`config.mk`:
```
export PLATFORM = sky130hd
export DESIGN_NAME = display_spi_serializer_core
export DESIGN_NICKNAME = d
export VERILOG_FILES = /design/src/rtl/core/dss_pkg.sv /design/src/rtl/core/dss_front.sv /design/src/rtl/core/dss_fifo.sv /design/src/rtl/core/dss_back.sv /design/src/rtl/core/display_spi_serializer_core.sv
export SDC_FILE = /design/constraint.sdc
export NUM_CORES = 1
export LEC_CHECK = 0
export BUFFER_PORTS_ARGS = -buffer_cell sky130_fd_sc_hd__buf_2
export CORE_MARGIN = 5
export CORE_UTILIZATION = 35
export CTS_BUF_LIST = sky130_fd_sc_hd__clkbuf_4 sky130_fd_sc_hd__clkbuf_8
export DETAILED_ROUTE_END_ITERATION = 8
export RECOVER_POWER = 100
export SLEW_MARGIN = 10
export SYNTH_ARGS = -nofsm -noshare
export SYNTH_HDL_FRONTEND = slang
export SYNTH_SLANG_ARGS = --single-unit
export TNS_END_PERCENT = 20
```
`constraint.sdc`:
```
create_clock -name clk -period 3 [get_ports clk]
set_clock_uncertainty 0.05 [all_clocks]
set_input_delay 0.6 -clock clk [delete_from_list [all_inputs] [get_ports clk]]
set_output_delay 0.6 -clock clk [all_outputs]
set_load 0.05 [all_outputs]
```
`src/rtl/core/dss_pkg.sv`:
```
// ----------------------------------------------------------------------------
// dss_pkg
// Shared codes and the queued word descriptor for the display SPI serializer.
// ----------------------------------------------------------------------------
package dss_pkg;

  localparam int FUNC_W  = 3;
  localparam int VALUE_W = 16;
  localparam int FRAME_W = 18;   // two nine-bit frames
  localparam int CNT_W   = 5;

  localparam logic [FUNC_W-1:0] FUNC_BEGIN     = 3'd0;
  localparam logic [FUNC_W-1:0] FUNC_END       = 3'd1;
  localparam logic [FUNC_W-1:0] FUNC_CMD_BYTE  = 3'd2;
  localparam logic [FUNC_W-1:0] FUNC_CMD_WORD  = 3'd3;
  localparam logic [FUNC_W-1:0] FUNC_DATA_BYTE = 3'd4;
  localparam logic [FUNC_W-1:0] FUNC_DATA_WORD = 3'd5;

  localparam logic CFG_THREE_WIRE = 1'b0;
  localparam logic CFG_CS_USED    = 1'b1;

  // one unit of work for the back end
  typedef struct packed {
    logic               is_ctrl;   // begin/end: one result, no clock pulse
    logic               cs_write;  // update chip select
    logic               cs_value;
    logic               dc_bit;    // DC level during serial bits
    logic [FRAME_W-1:0] bits;      // MSB-aligned bit pattern
    logic [CNT_W-1:0]   nbits_m1;  // bit count minus one
  } desc_t;

endpackage

```
`src/rtl/core/dss_front.sv`:
```
// ----------------------------------------------------------------------------
// dss_front
// Holds the configuration; makes a descriptor of each accepted legal word.
// ----------------------------------------------------------------------------
module dss_front (
  input  logic                        clk,
  input  logic                        rst_n,
  input  logic                        in_valid,
  output logic                        in_stall,
  input  logic [dss_pkg::FUNC_W-1:0]  in_func,
  input  logic [dss_pkg::VALUE_W-1:0] in_value,
  input  logic                        cfg_valid,
  output logic                        cfg_ready,
  input  logic                        cfg_index,
  input  logic                        cfg_wdata,
  input  logic                        q_full,
  output logic                        q_push,
  output dss_pkg::desc_t              q_desc
);

  logic three_wire_r, three_wire_nxt;
  logic cs_used_r, cs_used_nxt;
  logic legal;
  logic is_data;
  logic [7:0] byte_v;

  assign cfg_ready = 1'b1;
  assign in_stall  = q_full;

  always_comb begin
    three_wire_nxt = three_wire_r;
    cs_used_nxt    = cs_used_r;
    if (cfg_valid && cfg_ready) begin
      case (cfg_index)
        dss_pkg::CFG_THREE_WIRE: three_wire_nxt = cfg_wdata;
        dss_pkg::CFG_CS_USED:    cs_used_nxt    = cfg_wdata;
        default:                 three_wire_nxt = three_wire_r;
      endcase
    end
  end

  always_ff @(posedge clk) begin
    if (!rst_n) begin
      three_wire_r <= 1'b0;
      cs_used_r    <= 1'b1;
    end else begin
      three_wire_r <= three_wire_nxt;
      cs_used_r    <= cs_used_nxt;
    end
  end

  assign byte_v  = in_value[7:0];
  assign is_data = (in_func == dss_pkg::FUNC_DATA_BYTE) ||
                   (in_func == dss_pkg::FUNC_DATA_WORD);

  always_comb begin
    legal           = 1'b1;
    q_desc.is_ctrl  = 1'b0;
    q_desc.cs_write = 1'b0;
    q_desc.cs_value = 1'b1;
    q_desc.dc_bit   = three_wire_r | is_data;
    q_desc.bits     = '0;
    q_desc.nbits_m1 = '0;
    case (in_func)
      dss_pkg::FUNC_BEGIN: begin
        q_desc.is_ctrl  = 1'b1;
        q_desc.cs_write = cs_used_r;
        q_desc.cs_value = 1'b0;
      end
      dss_pkg::FUNC_END: begin
        q_desc.is_ctrl  = 1'b1;
        q_desc.cs_write = cs_used_r;
        q_desc.cs_value = 1'b1;
      end
      dss_pkg::FUNC_CMD_BYTE, dss_pkg::FUNC_DATA_BYTE: begin
        if (three_wire_r) begin
          q_desc.bits     = {is_data, byte_v, 9'b0};
          q_desc.nbits_m1 = 5'd8;
        end else begin
          q_desc.bits     = {byte_v, 10'b0};
          q_desc.nbits_m1 = 5'd7;
        end
      end
      dss_pkg::FUNC_CMD_WORD, dss_pkg::FUNC_DATA_WORD: begin
        if (three_wire_r) begin
          // high byte frame first
          q_desc.bits     = {is_data, in_value[15:8], is_data, in_value[7:0]};
          q_desc.nbits_m1 = 5'd17;
        end else begin
          q_desc.bits     = {in_value, 2'b0};
          q_desc.nbits_m1 = 5'd15;
        end
      end
      default: legal = 1'b0;  // drop unused codes
    endcase
  end

  assign q_push = in_valid && !in_stall && legal;

endmodule

```
`src/rtl/core/dss_fifo.sv`:
```
// ----------------------------------------------------------------------------
// dss_fifo
// Short descriptor queue between the front and back ends.
// ----------------------------------------------------------------------------
module dss_fifo #(
  parameter int DEPTH = 2
) (
  input  logic           clk,
  input  logic           rst_n,
  input  logic           push,
  input  dss_pkg::desc_t push_desc,
  output logic           full,
  input  logic           pop,
  output logic           q_valid,
  output dss_pkg::desc_t q_desc
);

  localparam int PW = $clog2(DEPTH);
  localparam int CW = $clog2(DEPTH + 1);

  dss_pkg::desc_t entry_r [DEPTH];
  logic [PW-1:0]  wr_ptr_r, wr_ptr_nxt;
  logic [PW-1:0]  rd_ptr_r, rd_ptr_nxt;
  logic [CW-1:0]  count_r, count_nxt;

  assign full    = (count_r == CW'(DEPTH));
  assign q_valid = (count_r != '0);
  assign q_desc  = entry_r[rd_ptr_r];

  always_comb begin
    wr_ptr_nxt = wr_ptr_r;
    rd_ptr_nxt = rd_ptr_r;
    count_nxt  = count_r;
    if (push) begin
      wr_ptr_nxt = (wr_ptr_r == PW'(DEPTH - 1)) ? '0 : wr_ptr_r + 1'b1;
    end
    if (pop) begin
      rd_ptr_nxt = (rd_ptr_r == PW'(DEPTH - 1)) ? '0 : rd_ptr_r + 1'b1;
    end
    if (push && !pop) begin
      count_nxt = count_r + 1'b1;
    end else if (pop && !push) begin
      count_nxt = count_r - 1'b1;
    end
  end

  always_ff @(posedge clk) begin
    if (!rst_n) begin
      wr_ptr_r <= '0;
      rd_ptr_r <= '0;
      count_r  <= '0;
    end else begin
      wr_ptr_r <= wr_ptr_nxt;
      rd_ptr_r <= rd_ptr_nxt;
      count_r  <= count_nxt;
    end
  end

  always_ff @(posedge clk) begin
    if (push) begin
      entry_r[wr_ptr_r] <= push_desc;
    end
  end

endmodule

```
`src/rtl/core/dss_back.sv`:
```
// ----------------------------------------------------------------------------
// dss_back
// Shifts out one bit per cycle unless stalled; drives the pin-level results.
// ----------------------------------------------------------------------------
module dss_back (
  input  logic           clk,
  input  logic           rst_n,
  input  logic           q_valid,
  input  dss_pkg::desc_t q_desc,
  output logic           q_pop,
  output logic           out_valid,
  input  logic           out_stall,
  output logic           out_mosi_level,
  output logic           out_dc_level,
  output logic           out_cs_level,
  output logic           out_clock_pulse,
  output logic           out_last
);

  logic                        act_r, act_nxt;
  logic                        ctrl_r, ctrl_nxt;
  logic                        cs_write_r, cs_write_nxt;
  logic                        cs_value_r, cs_value_nxt;
  logic                        dc_r, dc_nxt;
  logic [dss_pkg::FRAME_W-1:0] sh_r, sh_nxt;
  logic [dss_pkg::CNT_W-1:0]   cnt_r, cnt_nxt;
  logic                        cs_r, cs_nxt;
  logic                        mosi_r, mosi_nxt;

  logic out_valid_r, out_valid_nxt;
  logic o_mosi_r, o_mosi_nxt;
  logic o_dc_r, o_dc_nxt;
  logic o_cs_r, o_cs_nxt;
  logic o_clk_r, o_clk_nxt;
  logic o_last_r, o_last_nxt;

  logic out_free, emit, last_now, cs_new;

  assign out_free = !out_valid_r || !out_stall;
  assign emit     = act_r && out_free;
  assign last_now = ctrl_r || (cnt_r == '0);
  assign cs_new   = cs_write_r ? cs_value_r : cs_r;
  assign q_pop    = q_valid && (!act_r || (emit && last_now));

  always_comb begin
    act_nxt       = act_r;
    ctrl_nxt      = ctrl_r;
    cs_write_nxt  = cs_write_r;
    cs_value_nxt  = cs_value_r;
    dc_nxt        = dc_r;
    sh_nxt        = sh_r;
    cnt_nxt       = cnt_r;
    cs_nxt        = cs_r;
    mosi_nxt      = mosi_r;
    out_valid_nxt = out_valid_r && out_stall;
    o_mosi_nxt    = o_mosi_r;
    o_dc_nxt      = o_dc_r;
    o_cs_nxt      = o_cs_r;
    o_clk_nxt     = o_clk_r;
    o_last_nxt    = o_last_r;

    if (emit) begin
      out_valid_nxt = 1'b1;
      o_last_nxt    = last_now;
      if (ctrl_r) begin
        // begin/end report the lines after the update
        cs_nxt     = cs_new;
        o_mosi_nxt = mosi_r;
        o_dc_nxt   = 1'b1;
        o_cs_nxt   = cs_new;
        o_clk_nxt  = 1'b0;
      end else begin
        mosi_nxt   = sh_r[dss_pkg::FRAME_W-1];
        sh_nxt     = {sh_r[dss_pkg::FRAME_W-2:0], 1'b0};
        cnt_nxt    = cnt_r - 1'b1;
        o_mosi_nxt = sh_r[dss_pkg::FRAME_W-1];
        o_dc_nxt   = dc_r;
        o_cs_nxt   = cs_r;
        o_clk_nxt  = 1'b1;
      end
      if (last_now) begin
        act_nxt = 1'b0;
      end
    end

    if (q_pop) begin
      act_nxt      = 1'b1;
      ctrl_nxt     = q_desc.is_ctrl;
      cs_write_nxt = q_desc.cs_write;
      cs_value_nxt = q_desc.cs_value;
      dc_nxt       = q_desc.dc_bit;
      sh_nxt       = q_desc.bits;
      cnt_nxt      = q_desc.nbits_m1;
    end
  end

  always_ff @(posedge clk) begin
    if (!rst_n) begin
      act_r       <= 1'b0;
      cs_r        <= 1'b1;
      mosi_r      <= 1'b0;
      out_valid_r <= 1'b0;
    end else begin
      act_r       <= act_nxt;
      cs_r        <= cs_nxt;
      mosi_r      <= mosi_nxt;
      out_valid_r <= out_valid_nxt;
    end
  end

  always_ff @(posedge clk) begin
    ctrl_r     <= ctrl_nxt;
    cs_write_r <= cs_write_nxt;
    cs_value_r <= cs_value_nxt;
    dc_r       <= dc_nxt;
    sh_r       <= sh_nxt;
    cnt_r      <= cnt_nxt;
    o_mosi_r   <= o_mosi_nxt;
    o_dc_r     <= o_dc_nxt;
    o_cs_r     <= o_cs_nxt;
    o_clk_r    <= o_clk_nxt;
    o_last_r   <= o_last_nxt;
  end

  assign out_valid       = out_valid_r;
  assign out_mosi_level  = o_mosi_r;
  assign out_dc_level    = o_dc_r;
  assign out_cs_level    = o_cs_r;
  assign out_clock_pulse = o_clk_r;
  assign out_last        = o_last_r;

endmodule

```
`src/rtl/core/display_spi_serializer_core.sv`:
```
// ----------------------------------------------------------------------------
// display_spi_serializer_core
// Write-only SPI bit serializer for a display controller (3-wire or 4-wire).
// ----------------------------------------------------------------------------
// Each input word is decoded by the front end into a descriptor and queued
// (QUEUE_DEPTH entries); the back end's shift register then emits one result
// per clock while the output is not stalled: one result for begin/end, 8 or 9
// for a byte and 16 or 18 for a word (four-wire / three-wire). Results flow back
// to back across words as long as the output is not stalled, and new words are
// taken while the queue has room. Function codes 6 and 7 are accepted and
// dropped. The configuration takes effect for words accepted after the write.
module display_spi_serializer_core #(
  parameter int QUEUE_DEPTH = 2
) (
  input  logic                        clk,
  input  logic                        rst_n,
  input  logic                        in_valid,
  output logic                        in_stall,
  input  logic [dss_pkg::FUNC_W-1:0]  in_func,
  input  logic [dss_pkg::VALUE_W-1:0] in_value,
  output logic                        out_valid,
  input  logic                        out_stall,
  output logic                        out_mosi_level,
  output logic                        out_dc_level,
  output logic                        out_cs_level,
  output logic                        out_clock_pulse,
  output logic                        out_last,
  input  logic                        cfg_valid,
  output logic                        cfg_ready,
  input  logic                        cfg_index,
  input  logic                        cfg_wdata
);

  logic           q_full, q_push, q_pop, q_valid;
  dss_pkg::desc_t push_desc, head_desc;

  dss_front u_front (
    .clk       (clk),
    .rst_n     (rst_n),
    .in_valid  (in_valid),
    .in_stall  (in_stall),
    .in_func   (in_func),
    .in_value  (in_value),
    .cfg_valid (cfg_valid),
    .cfg_ready (cfg_ready),
    .cfg_index (cfg_index),
    .cfg_wdata (cfg_wdata),
    .q_full    (q_full),
    .q_push    (q_push),
    .q_desc    (push_desc)
  );

  dss_fifo #(
    .DEPTH (QUEUE_DEPTH)
  ) u_fifo (
    .clk       (clk),
    .rst_n     (rst_n),
    .push      (q_push),
    .push_desc (push_desc),
    .full      (q_full),
    .pop       (q_pop),
    .q_valid   (q_valid),
    .q_desc    (head_desc)
  );

  dss_back u_back (
    .clk             (clk),
    .rst_n           (rst_n),
    .q_valid         (q_valid),
    .q_desc          (head_desc),
    .q_pop           (q_pop),
    .out_valid       (out_valid),
    .out_stall       (out_stall),
    .out_mosi_level  (out_mosi_level),
    .out_dc_level    (out_dc_level),
    .out_cs_level    (out_cs_level),
    .out_clock_pulse (out_clock_pulse),
    .out_last        (out_last)
  );

endmodule

```
==> impl_metrics.yaml <==
status:
  result_of_the_run: "complete, but fails checks"
  violated_checks: "max-capacitance violations, max-slew violations"
sta:
  final_max_slew_viol_count: 23
  min_period_over_period: 0.849
  fin_hold_ws_ns: 0.411
  achievable-frequency_mhz: 392
  final.setup.tns_ns: 0
  tightest_slew_ns: 1.50
  finalWorstSetupSlack_ns: 0.452
  finalHoldViolations: 0
  slew_headroom: -0.000411
  timing.final.setup_violations: 0
  period_needed_ns: 2.55
  rsz0062_at_grt: "no"
setup_path:
  timing.critical_path.arrival_ns: 2.61
  reg2reg_setup_slack_ns: 0.45
  critical_path.endpoint_type: "flop"
  worst-path-max-fanout: 23
  timing.critical_path.to: "u_back.sh_r[4]"
  worstRegToRegCells: 3
  required_time_at_the_endpoint_of_the_critical_path_ns: 3.06
  r2r-end: "u_back.sh_r[4]"
  critPathKind: "flop to flop"
  start_kind: "flop"
clocking:
  cts-root-buf: "sky130_fd_sc_hd__clkbuf_8"
  clockBufferDepth: 2
  htree_num_levels: 3
  cts_hold_buffers: 0
  worstSkewPairLatency_ns: 0.36
  post-cts-setup-buffer-count: 0
  numCtsBuffers: 9
  path_clk_slew_ns: 0.09
  cts_repair_resize_count: 0
  cts_sinks: 95
  tritoncts_clock_tree: "built"
worst_hold_path:
  timing.hold.worst.class: "flop to flop"
  worstHoldStart: "u_back.mosi_r"
global_routing:
  via_count_of_the_first_global_routing_pass: 2398
  overflow_after_grt: 0
  grt_util_all_layers: 0.114
  antenna_found_initial: 0
  grt_max_degree: 28
  global_route_wire_length_before_repair_mm: 12.6
cells_and_area:
  ff_latch_area_sq_um: 2740
  multiInputGateArea_sq_um: 1380
  num-fill-cells: 1141
  drive_above_1_share: 0.257
  antenna_diode_count: 0
  syn2layout_area_growth_pct: 11.3
  finish.cell_count_without_fillers: 466
  final_nets: 343
floorplan:
  design.die.area_sq_um: 14500
  initial_core_utilization: 0.356
  die_width_um: 121
  die-height_um: 121
  fp.coreArea_sq_um: 12000
  i_o_pin_total: 34
  placementRows: 40
synthesis:
  total_of_warnings_raised_by_yosys: 0
  share_of_the_synthesized_area_in_compound_gates_ao_oa_aoi_oai: 0.0439
  synth-async-reset-ratio: 0
  synth-adder-area-share: 0.00878
  synthFlopType: "sky130_fd_sc_hd__edfxtp_1"
  mean_post_synth_cell_area_sq_um: 15.4
  synth_largest_type_area_fraction: 0.590
  netlist_top_cells_area: "sky130_fd_sc_hd__edfxtp_1 59%, sky130_fd_sc_hd__mux2_2 7.4%, sky130_fd_sc_hd__dfxtp_1 5.2%, sky130_fd_sc_hd__mux2i_1 5.2%, sky130_fd_sc_hd__mux2_4 4.6%"
  netlist_area_sq_um: 4270
  post_synth_xor_area_fraction: 0.0143
  synth_simple_gate_area_frac: 0.0723
  synthesis.instances: 278
  ys_top_cells_by_count: "84 x sky130_fd_sc_hd__edfxtp_1, 28 x sky130_fd_sc_hd__mux2_2, 22 x sky130_fd_sc_hd__mux2i_1"
  syn-num-nets: 307
  synth_edf_count: 84
  largest_family_of_logic_cells_by_synthesized_area: "multiplexers"
  synth-seq-area-share: 0.642
  yosysTopAreaCell: "sky130_fd_sc_hd__edfxtp_1"
  yosys.cell_count.top_type: "sky130_fd_sc_hd__edfxtp_1"
  yosys.cell_types.count: 39
  synth.ff_latch_count: 95
  synth_mux_area_frac: 0.187
flow_run:
  drv_cap: 1
placement:
  globalplace.congestion: 0.739
  placement.setup.worst_slack_ns: 0.630
  port_buffer_count: 32
  dp_cell_count: 450
  detailedPlacementHpwl_mm: 5.35
drt:
  initial_drt_markers: 157
  via_per_inst: 5.03
  drt.antenna.violating_nets: 0
  detail_route.wirelength_mm: 7.97
  vias_after_detailed_routing: 2343
  drc: 0
  wire_per_inst_um: 17.1
  pre_repair_dr_iteration_count: 4
power_and_ir_drop:
  post-layout-total-power_mw: 4.49
  max-vdd-ir-drop_uv: 601
  p_leak_nw: 1.68
  powerDensity_nw_per_um2: 944
[metal layers]
layer | up-vias | global-route usage | routed length [um]
li1 | 1104 | - | -
met1 | 1187 | 0.145 | 3610
met5 | - | 0 | 0
met4 | 0 | 0.0382 | 150
met2 | 42 | 0.190 | 3910
met3 | 10 | 0.0304 | 298
[cell usage in the layout (no fill, tap or decap), types with 2 or more instances in the layout]
master,n
sky130_fd_sc_hd__edfxtp_1,84
sky130_fd_sc_hd__ha_1,3
sky130_fd_sc_hd__dfxtp_1,11
sky130_fd_sc_hd__mux2_2,25
sky130_fd_sc_hd__mux2_1,9
sky130_fd_sc_hd__mux2i_1,22
sky130_fd_sc_hd__clkbuf_1,14
sky130_fd_sc_hd__nand2_1,10
sky130_fd_sc_hd__o21ai_0,3
sky130_fd_sc_hd__or3_1,2
sky130_fd_sc_hd__and2_1,2
sky130_fd_sc_hd__and3_1,3
sky130_fd_sc_hd__nor2_1,16
sky130_fd_sc_hd__mux2_4,7
sky130_fd_sc_hd__clkbuf_2,2
sky130_fd_sc_hd__a21oi_1,6
sky130_fd_sc_hd__nor2b_1,7
sky130_fd_sc_hd__clkinv_2,2
sky130_fd_sc_hd__a211oi_1,8
sky130_fd_sc_hd__xnor2_1,5
sky130_fd_sc_hd__nand3_1,5
sky130_fd_sc_hd__mux4_2,3
sky130_fd_sc_hd__clkbuf_8,9
sky130_fd_sc_hd__nand2b_1,5
sky130_fd_sc_hd__buf_2,21
sky130_fd_sc_hd__xor2_1,2
sky130_fd_sc_hd__or2_2,3
sky130_fd_sc_hd__bufinv_16,3
sky130_fd_sc_hd__inv_1,9
[metrics by stage]
step / util / cell area, sq um
global route: 0.396 / 4760
detailed placement: 0.381 / 4580
CTS: 0.401 / 4810
floorplan: - / 4270
finish: 0.396 / 4760
global placement: 0.381 / 4580
[layout make-up]
| class | count | area share |
|---|---|---|
| Clock inverter | 7 | 0.0234 |
| Multi-Input combinational cell | 160 | 0.290 |
| Tap cell | 147 | 0.0387 |
| Sequential cell | 95 | 0.576 |
| Inverter | 10 | 0.00894 |
| Timing Repair Buffer | 38 | 0.0368 |
| Clock buffer | 9 | 0.0260 |
[state kept, by name, indices dropped and copies added (netlist names), 2 cells and up, named ones only]
name	cells
u_back.cnt_r	5
u_back.sh_r	18
u_fifo.count_r	2
u_fifo.entry_r	52
[cell families (layout without fill, tap and decap cells)]
group,Yosys count,count (layout)
AND/OR/NAND/NOR,58,58
adder cells (fa/ha/maj),3,3
XOR/XNOR,7,7
flip-flops,95,95
buffers and inverters,23,64
other,1,1
multiplexers,66,66
AO/OA/AOI/OAI,25,25
[how the worst min path moves through the flow]
| stage | to | cells past startpoint |
|---|---|---|
| 6_report | u_back.mosi_r | 2 |
| 5_1_grt | u_back.mosi_r | 2 |
| 4_1_cts | u_back.mosi_r | 2 |
| 3_5_place_dp | u_back.mosi_r | 2 |
| 3_3_place_gp | u_front.cs_used_r | 2 |
| 2_1_floorplan | u_front.cs_used_r | 2 |
[worst max-delay path: stages, from the launching register on]
cell                       delay [ns]
sky130_fd_sc_hd__dfxtp_1         0.41
sky130_fd_sc_hd__clkbuf_1        1.12
sky130_fd_sc_hd__mux2_2          0.43
sky130_fd_sc_hd__mux2_1          0.29
[power by group]
group | leakage, nW | total [mW] | internal (mW) | switching, mW
clock network | 0.117 | 0.978 | 0.548 | 0.431
registers | 0.885 | 2.15 | 1.97 | 0.184
logic | 0.681 | 1.36 | 0.592 | 0.771
total | 1.68 | 4.49 | 3.11 | 1.38
Power figures use the tool's default switching activity.
